[config.mk]
export PLATFORM = sky130hd
export DESIGN_NAME = sjd_front
export DESIGN_NICKNAME = d
export VERILOG_FILES = /design/src/rtl/sjd_pkg.sv /design/src/rtl/sjd_front.sv
export SDC_FILE = /design/constraint.sdc
export NUM_CORES = 1
export LEC_CHECK = 0
export BUFFER_PORTS_ARGS = -buffer_cell sky130_fd_sc_hd__buf_2
export CORE_ASPECT_RATIO = 0.8
export CORE_UTILIZATION = 30
export CTS_BUF_LIST = sky130_fd_sc_hd__clkbuf_4 sky130_fd_sc_hd__clkbuf_8
export DETAILED_ROUTE_END_ITERATION = 10
export SYNTH_ARGS = -nofsm -noshare
export SYNTH_HDL_FRONTEND = slang
export SYNTH_SLANG_ARGS = --single-unit
[constraint.sdc]
create_clock -name i_clk -period 2.62 [get_ports i_clk]
set_clock_uncertainty 0.1 [all_clocks]
set_input_delay 0 -clock i_clk [delete_from_list [all_inputs] [get_ports i_clk]]
set_output_delay 0 -clock i_clk [all_outputs]
set_load 0.02 [all_outputs]
[src/rtl/sjd_pkg.sv]
// shared types, codes and default sizes for the sharded job dispatcher
// used by the front, back and top modules of the dispatcher; no dependencies
package sjd_pkg;

    localparam int MAX_WORKERS_DEF    = 16;
    localparam int SHARD_DEPTH_DEF    = 16;
    localparam int OVERFLOW_DEPTH_DEF = 64;
    localparam int JOB_W              = 16;

    typedef enum logic [2:0] {
        ACT_SUBMIT   = 3'd0,
        ACT_POP      = 3'd1,
        ACT_COMPLETE = 3'd2,
        ACT_STOP     = 3'd3,
        ACT_STATS    = 3'd4
    } t_action;

    typedef enum logic [2:0] {
        ST_QUEUED   = 3'd0,
        ST_DEFERRED = 3'd1,
        ST_POPPED   = 3'd2,
        ST_EMPTY    = 3'd3,
        ST_EXIT     = 3'd4,
        ST_DROPPED  = 3'd5
    } t_status;

    typedef enum logic [1:0] {
        CFG_TOTAL = 2'd0,
        CFG_HEAVY = 2'd1,
        CFG_CAP   = 2'd2
    } t_cfg_idx;

    typedef enum logic [3:0] {
        S_IDLE,
        S_OVF_PUSH,
        S_MOD_ENQ,
        S_ENQ,
        S_STOP_CHK,
        S_OVF_RD,
        S_OVF_WAIT,
        S_MOD_SCAN,
        S_SCAN,
        S_POP_WAIT,
        S_DONE
    } t_state;

    typedef struct packed {
        logic [2:0]       action;
        logic [JOB_W-1:0] job_id;
        logic             job_class;
        logic [3:0]       worker_index;
    } t_in_word;

    typedef struct packed {
        logic [2:0]       status;
        logic [JOB_W-1:0] popped_job;
        logic [3:0]       shard_used;
        logic [8:0]       queued_count;
        logic [6:0]       overflow_count;
        logic [31:0]      submitted_total;
        logic [31:0]      completed_total;
        logic [31:0]      deferred_total;
    } t_out_word;

    // classified command handed from the front to the back
    typedef struct packed {
        logic [2:0]       action;
        logic [JOB_W-1:0] job;
        logic             grp;
        logic [3:0]       widx;
    } t_cmd;

endpackage

[src/rtl/sjd_front.sv]
// front end: accepts input words, resolves the group and queues commands
// depends on sjd_pkg
module sjd_front #(
    parameter int MAX_WORKERS = sjd_pkg::MAX_WORKERS_DEF
) (
    input  logic                             i_clk,
    input  logic                             i_rst_n,
    input  logic [$clog2(MAX_WORKERS+1)-1:0] i_heavy_size,
    input  logic                             i_in_valid,
    output logic                             o_in_ready,
    input  sjd_pkg::t_in_word                i_in,
    output logic                             o_cmd_valid,
    input  logic                             i_cmd_ready,
    output sjd_pkg::t_cmd                    o_cmd
);
    import sjd_pkg::*;

    t_cmd       r_q [2];
    logic [1:0] r_cnt;
    logic       r_wp;
    logic       r_rp;
    logic       w_push;
    logic       w_pop;
    t_cmd       w_cls;

    // heavy words go to the light group when the heavy group has no workers
    always_comb begin
        w_cls.action = i_in.action;
        w_cls.job    = i_in.job_id;
        w_cls.grp    = i_in.job_class && (i_heavy_size != '0);
        w_cls.widx   = i_in.worker_index;
    end

    assign o_in_ready  = (r_cnt != 2'd2);
    assign o_cmd_valid = (r_cnt != 2'd0);
    assign o_cmd       = r_q[r_rp];
    assign w_push      = i_in_valid && o_in_ready;
    assign w_pop       = o_cmd_valid && i_cmd_ready;

    always_ff @(posedge i_clk) begin
        if (w_push) begin
            r_q[r_wp] <= w_cls;
        end
        if (!i_rst_n) begin
            r_cnt <= 2'd0;
            r_wp  <= 1'b0;
            r_rp  <= 1'b0;
        end else begin
            if (w_push) begin
                r_wp <= ~r_wp;
            end
            if (w_pop) begin
                r_rp <= ~r_rp;
            end
            r_cnt <= r_cnt + 2'(w_push) - 2'(w_pop);
        end
    end
endmodule

Yosys cells after proc, flatten, opt, wreduce, memory -nomap -nowiden. Memory sizes are Yosys's and may differ from the RTL's. A register that Yosys moved wholly into a read port is not among the register bits. Index checks and enable logic that the tools add are counted.

Bits of input ports: 33. Output and inout bits: 26. Word-level logic and storage cells: 18. Memories kept: 1. Flip-flop bits (word level): 4. Bits in writable memories: 48.

Eq/ne operators: 1. Add/subtract/negate cells: 2. Bitwise gates (word level): 2. Reductions and logical operators: 5. Muxes and demuxes: 4.

Memories: r_q (depth 2, width 24, rd ports 1, clocked after Yosys merged registers in 1, write ports 1, line sjd_front.sv:18) `t_cmd r_q [2];`.

Operator list (number): $reduce_bool 5->1 (1); $mux 1 (4); $logic_and 1x1->1 (3); $add 2x1->2 (1); $ne 2x2->1 const B (1); $not 1->1 (2); $reduce_bool 2->1 (1); $sub 2x1->2 (1).

Logic depth before layout (Yosys ltp). Gate-level depths: netlist of the first run.

Depth after elaboration: 4. Gate-level depth with buffers: 8. Depth with buffers taken out: 8.

Worst setup path after synthesis of the first run. No wires, ideal clock.

Path kind: register -> register. From: register r_cnt[0]. To: memory r_q[0][0] in the netlist's numbering, enable pin. Data required time: 2115 ps. Data arrival time: 1781 ps. Clock period less this slack: 2286 ps. Setup time: 405 ps. Path slack: 334 ps. Stages on the path, launching flop included: 4. Buffers on the path: 0. Cell sequence: dfxtp_1 nand2b_1 nand2_1 nor2_1.

Longest elaborated chain between the ends: 4.

RTL lines: start: declaration (line sjd_front.sv:19) `logic [1:0] r_cnt;`; start signal: assignment (line sjd_front.sv:55) `r_cnt <= r_cnt + 2'(w_push) - 2'(w_pop);`; $ne 2x2->1 (line sjd_front.sv:34) `assign o_in_ready = (r_cnt != 2'd2);`; net o_in_ready (line sjd_front.sv:10) `output logic o_in_ready,`; $logic_and 1x1->1 (line sjd_front.sv:37) `assign w_push = i_in_valid && o_in_ready;`; $mux 1 (line sjd_front.sv:41) `if (w_push) begin`; $mux 1 (implied by the code) (line sjd_front.sv:42) `r_q[r_wp] <= w_cls;`; end: declaration (line sjd_front.sv:18).

The timed path passes the listed nets, and every way through them passes these cells.

==> flow_summary.ini, run 1 <==
[critical_path]
worst_path_max_delay_cell = dfxtp_1
start_kind = flip-flop
critical_path.max_stage_delay_ns = 0.68
criticalPathCategory = flip-flop to output port
critPathRequiredTime_ns = 2.52
cp-end-kind = output port
cp_data_arrival_time_ns = 1.83
worst-r2r-setup-slack_ns = 0.88
rr_worst_depth = 8
crit_fanout = 14
reg2reg_to = r_cnt[1]
r2r_start = r_cnt[0]
worstPathCellList = buf_4 > mux2_2 > buf_2

[die]
start_util_pct = 31.1
die_area_mm2 = 0.00693
io-pin-count = 59
chipHeight_um = 74.7
fp.dieW_um = 92.8
core_mm2 = 0.00638
rows = 26

[min_path]
hold_path_depth = 4
holdCritPathClass = input pin to flip-flop
holdCritStartpoint = i_cmd_ready
min_delay_worst_endpoint = r_rp

[drt]
via_per_inst = 4.15
post_dr_wirelength_cell_um = 12.4
drt_first_pass_iters = 4
vias = 1158
detail_route.drc_violations = 0
finalWirelength_um = 3450
drt_iter0_drc = 42
detail-route-antenna-nets = 0

[clock_network]
clockBufferDepth = 2
cts_post_setup_buffers_inserted = 0
cts_tree = done
cts_htree_levels = 2
insertion_delay_ns = 0.30
clkSinkCount = 53
cts_inserted_buffers = 5
clock_tree.root_cell = clkbuf_8
clk_pin_slew_ns = 0.09

[sta]
fmax_mhz = 517
timing_worst_slew_pin_value_ns = 0.555
slew-limit-headroom_pct = 62.9
timing.setup.tns_ns = 0
rsz0062_at_grt = false
hold_viol_final = 0
drv_slew = 0
period_minus_slack_ns = 1.93
fin_crit_sh_pct = 73.8
post-route-worst-setup-slack_ns = 0.686
timing.final.setup_violations = 0

[layout]
insertedDiodeCount = 0
nets = 229
share_of_layout_cells_above_drive_strength_1_pct = 49.2
filler_cell_count = 608
synthesis_to_layout_area_growth_pct = 39.0

[yosys]
netlist_area_mm2 = 0.00198
syn_avg_cell_area_um2 = 19.6
synth_seq_cells = 53
synth.distinct_cells = 18
synthesis.instances = 101
synth.top_cells.by_count = edfxtp_1 (48), mux2_2 (24), dfxtp_1 (5)
synth_nets = 136
synth_top_area_share_pct = 72.8
synth_largest_area_cell = edfxtp_1
cell_types_occupying_the_most_area_after_synthesis = edfxtp_1 (73%), mux2_2 (14%), dfxtp_1 (5.1%)
synth_sequential_area_ratio_pct = 77.8
async_reset_ff_share_pct = 0
synth_edf_count = 48
yosys_most_used_dff = edfxtp_1
count_of_synthesis_stage_warnings_from_yosys = 0
synthMostInstantiatedCell = edfxtp_1

[status]
status = completed

[power_and_ir_drop]
pwr_density_cell_mw_per_mm2 = 830
irDropWorstVdd_mv = 0.320
power.static_leakage_nw = 1.05

[flow_run]
cap_viol_max_count = 0

[global_route]
grt_pass1_wl_um = 5250
grt_antenna_before_repair = 0
globalRouteOverflowTotal = 0
first_global_vias = 1158
gr-usage-all-layers_pct = 10.3
grt_start_max_net_pins = 25

[placement]
gp_congestion = 0.631
port_buffers = 58
post-place-ws_ns = 0.888
detail_placement_hpwl_um = 2170
==> repair_timing <==
item,in CTS,in global routing
resized for setup,0,0
setup endpoints to repair,0,0
endpoints found under the hold margin,53,0
hold buffers,27,0
==> where the power goes <==
group          internal [mW]  switching (mW)
combinational          0.318           0.376
clock                  0.193           0.275
sequential              1.06          0.0594
total                   1.58           0.710
==> cells by family (layout without fill, tap and decap cells) <==
group,after synthesis,in the layout,synth area share [%]
muxes,25,25,14.2
and+or+nand+nor,12,12,3.47
adders and majority gates,2,2,1.26
buffers and inverters,4,98,1.20
DFF,53,53,77.8
xor gates and xnor gates,3,3,1.33
AOI/OAI and AO/OA,2,2,0.758
==> routing by layer <==
| layer | GRT usage, % | vias up | routed length [um] |
|---|---|---|---|
| li1 | - | 571 | - |
| met1 | 12.6 | 544 | 1580 |
| met2 | 17.2 | 38 | 1640 |
| met3 | 3.13 | 5 | 171 |
| met4 | 4.62 | 0 | 56 |
| met5 | 0 | - | 0 |
==> layout make-up <==
type                    instances  area [um2]  share of cell area [%]
flip-flops and latches         53        1540                    56.0
repair buffers                 89         591                    21.5
multi-input cells              44         418                    15.2
well taps                      84         105                    3.82
clock buffers                   5        68.8                    2.50
clock inverters                 3        25.0                   0.909
inverters                       1        3.75                   0.136
==> critical path: cells and delay by family, from the launching register on <==
kind     cells  cell delay (ns)
flops        1             0.68
mux          1             0.37
buf+inv      2             0.49
==> registers in the layout, summed over array words and instances (netlist names), named ones only <==
| name | flops |
|---|---|
| r_q | 48 |
| r_cnt | 2 |
| r_wp | 1 |
| r_rp | 1 |
==> worst max-delay path by stage <==
stage | start | end | slack, ns
2_1_floorplan | r_cnt[0] | r_q[0][0] | 0.33
3_3_place_gp | r_cnt[0] | r_cnt[1] | 0.92
3_5_place_dp | r_cnt[0] | r_cnt[1] | 0.89
4_1_cts | flip-flop | o_cmd[23] | 0.62
5_1_grt | flip-flop | o_cmd[21] | 0.58
6_report | flip-flop | o_cmd[23] | 0.69
==> through the flow <==
stage	cell area (um2)	total power, mW	hold WS, ns	utilization [%]	instances
after global placement	2390	1.81	0.0885	37.5	244
after global routing	2750	2.41	0.0745	43.2	279
after CTS	2750	2.33	0.0428	43.2	279
after detailed placement	2390	1.82	0.0912	37.5	244
final	2750	2.28	0.0449	43.2	279
after floorplan	1980	1.61	-0.00113	-	101
==> layout by cell type, fill, tap and decap left out <==
| cell | n |
|---|---|
| buf_2 | 58 |
| edfxtp_1 | 48 |
| dlygate4sd3_1 | 27 |
| mux2_2 | 24 |
| dfxtp_1 | 5 |
| clkbuf_8 | 5 |
| buf_4 | 4 |
| xnor2_1 | 3 |
| o21a_1 | 2 |
| nand2b_1 | 2 |
| nand2_1 | 2 |
| nor2b_1 | 2 |
| and2_1 | 2 |
| ha_1 | 2 |
| or2_2 | 1 |
| inv_1 | 1 |
| and3_1 | 1 |
| or4_1 | 1 |
| nor2_2 | 1 |
| mux2i_1 | 1 |
| inv_6 | 1 |
| clkinvlp_4 | 1 |
| clkinv_4 | 1 |
Power figures use the tool's default switching activity.
==> inputs of run 2 (changes only) <==
clock period = 1.6 ns   (was 2.62 ns; I/O delays follow)
==> run 2 against run 1 <==
Setup slack lost 0.68 ns; global-route usage grew 0.63 points; non-clock buffer count grew 3; die area is the same; first-iteration DRC count shrank 50%; core utilization grew 1.9 points; sequential share of layout area shrank 2.1 points; design area grew 4.5%; wire length grew 1.3%; worst hold slack lost 0.016 ns; count of clock-buffer cells in the layout is the same; critical path depth grew 4; critical path type is now flip-flop to flip-flop; critical endpoint is now r_cnt[1]; largest cell class unchanged; largest power group unchanged.
==> flow_summary.ini, run 2 (synthesis gave the netlist of run 1 again) <==
[placement]
detail_placement_hpwl_um = 2250
placement.cell_area_mm2 = 0.00250
placedCellCount = 248
port_buffers = 58
post-place-ws_ns = 0.0000929
gp_congestion = 0.692

[drt]
met3WireLength_um = 228
post_dr_wirelength_cell_um = 12.4
topRoutingLayerUsed = met4
vias = 1193
drt_first_pass_iters = 3
routed_met2_length_um = 1720
drt_iter0_drc = 21
routedLengthMet1_um = 1540
finalWirelength_um = 3490
detail-route-antenna-nets = 0
detail_route.drc_violations = 0
via_per_inst = 4.23

[critical_path]
cp_data_arrival_time_ns = 1.70
start_kind = flip-flop
crit_fanout = 3
cp_launch_point = r_cnt[1]
cp-endpoint = r_cnt[1]
criticalPathCategory = flip-flop to flip-flop
worst-r2r-setup-slack_ns = 0.004
reg2reg_to = r_cnt[1]
rr_worst_depth = 7
cp-end-kind = flip-flop
r2r_start = r_cnt[1]
critPathRequiredTime_ns = 1.70

[layout]
finish.utilization_pct = 45.1
layout.area.seq_mm2 = 0.00155
nets = 232
area_used_by_multi_input_combinational_logic_um2 = 479
share_of_layout_cells_above_drive_strength_1_pct = 55.6
largest_register_ff_count = 48
filler_cell_count = 600
most-common-layout-cells = buf_2 (58), edfxtp_1 (48), dlygate4sd3_1 (26)
synthesis_to_layout_area_growth_pct = 45.2
largest-register = r_q
registers_with_the_most_flip_flops = r_q x48, r_cnt x2
insertedDiodeCount = 0
mostFrequentLayoutCell = buf_2
fin_cells = 282
layout.cell_area.non_filler_mm2 = 0.00288

[die]
rows = 26
die_area_mm2 = 0.00693
start_util_pct = 31.1
chipHeight_um = 74.7
io-pin-count = 59
fp.dieW_um = 92.8
core_mm2 = 0.00638

[sta]
fin_crit_sh_pct = 99.8
drv_slew = 0
rsz0062_at_grt = true
timing.final.setup_violations = 0
fmax_mhz = 626
timing_worst_slew_pin_value_ns = 0.186
hold_viol_final = 0
timing.setup.tns_ns = 0
slew-limit-headroom_pct = 87.6
post-route-worst-setup-slack_ns = 0.00375
period_minus_slack_ns = 1.60

[global_route]
grt_pass1_wl_um = 5530
first_global_vias = 1204
grt_antenna_before_repair = 0
grt_start_max_net_pins = 25
gr-usage-all-layers_pct = 11.0
globalRouteOverflowTotal = 0

[clock_network]
clock_tree.root_cell = clkbuf_8
cts_inserted_buffers = 5
clockBufferDepth = 2
clkSinkCount = 53
cts_post_setup_buffers_inserted = 0
insertion_delay_ns = 0.30
cts_tree = done
clk_pin_slew_ns = 0.09
cts_htree_levels = 2

[power_and_ir_drop]
power_report.internal_total_mw = 2.73
power.switching_mw = 1.21
pwr_density_cell_mw_per_mm2 = 1370
comb_power_share_pct = 34.8
power.static_leakage_nw = 1.09
sequentialPowerShare_pct = 46.5
p_sw_share_pct = 30.8
power_frac_clock_pct = 18.7
irDropWorstVdd_mv = 0.713

[min_path]
holdCritPathClass = input pin to flip-flop

[status]
status = completed

[flow_run]
cap_viol_max_count = 0
-- run 2: timing repair --
item | CTS | global route
endpoints found under the setup margin | 1 | 1
hold buffers | 26 | 0
gates resized for setup | 1 | 3
pin swaps | 0 | 4
hold endpoints to repair | 53 | 0
-- run 2: layer usage --
| metal | up-vias | global-route usage (%) |
|---|---|---|
| li1 | 578 | - |
| met1 | 571 | 13.1 |
| met2 | 42 | 19.2 |
| met3 | 2 | 3.43 |
| met4 | 0 | 3.59 |
| met5 | - | 0 |
-- run 2: critical path: stages (launching register included) --
cell     delay, ns
dfxtp_4       0.37
o21a_4        0.23
ha_4          0.26
inv_2         0.04
ha_4          0.15
xnor2_2       0.12
xnor2_1       0.11
and2_1        0.13
-- run 2: final cells by class --
cell class	instances	share of cell area, %
Clock buffer	5	2.39
Clock inverter	3	0.740
Inverter	1	0.131
Multi-Input combinational cell	44	16.7
Sequential cell	53	53.9
Tap cell	84	3.66
Timing Repair Buffer	92	22.5
-- run 2: how the worst min path moves through the flow --
stage	cells past startpoint	to	slack, ns	from
after floorplan	0	r_q[0][0]	-0.001	i_in[0]
after global placement	1	r_q[0][11]	0.09	i_in[11]
after detailed placement	1	r_q[0][5]	0.09	i_in[5]
after CTS	4	r_wp	0.02	i_in_valid
after global routing	4	r_wp	0.04	i_in_valid
final	4	r_wp	0.03	i_in_valid
-- run 2: power groups by stage --
stage	sequential (mW)	combinational, mW	clock [mW]
after floorplan	1.83	0.872	0
after global placement	1.84	1.31	0
after detailed placement	1.85	1.32	0
after CTS	1.82	1.39	0.785
after global routing	1.85	1.49	0.835
final	1.83	1.37	0.737
-- run 2: stage by stage --
step	power, mW	hold WS (ns)
2_1_floorplan	2.70	-0.00113
3_3_place_gp	3.15	0.0894
3_5_place_dp	3.17	0.0921
4_1_cts	3.99	0.0249
5_1_grt	4.17	0.0400
6_report	3.94	0.0290
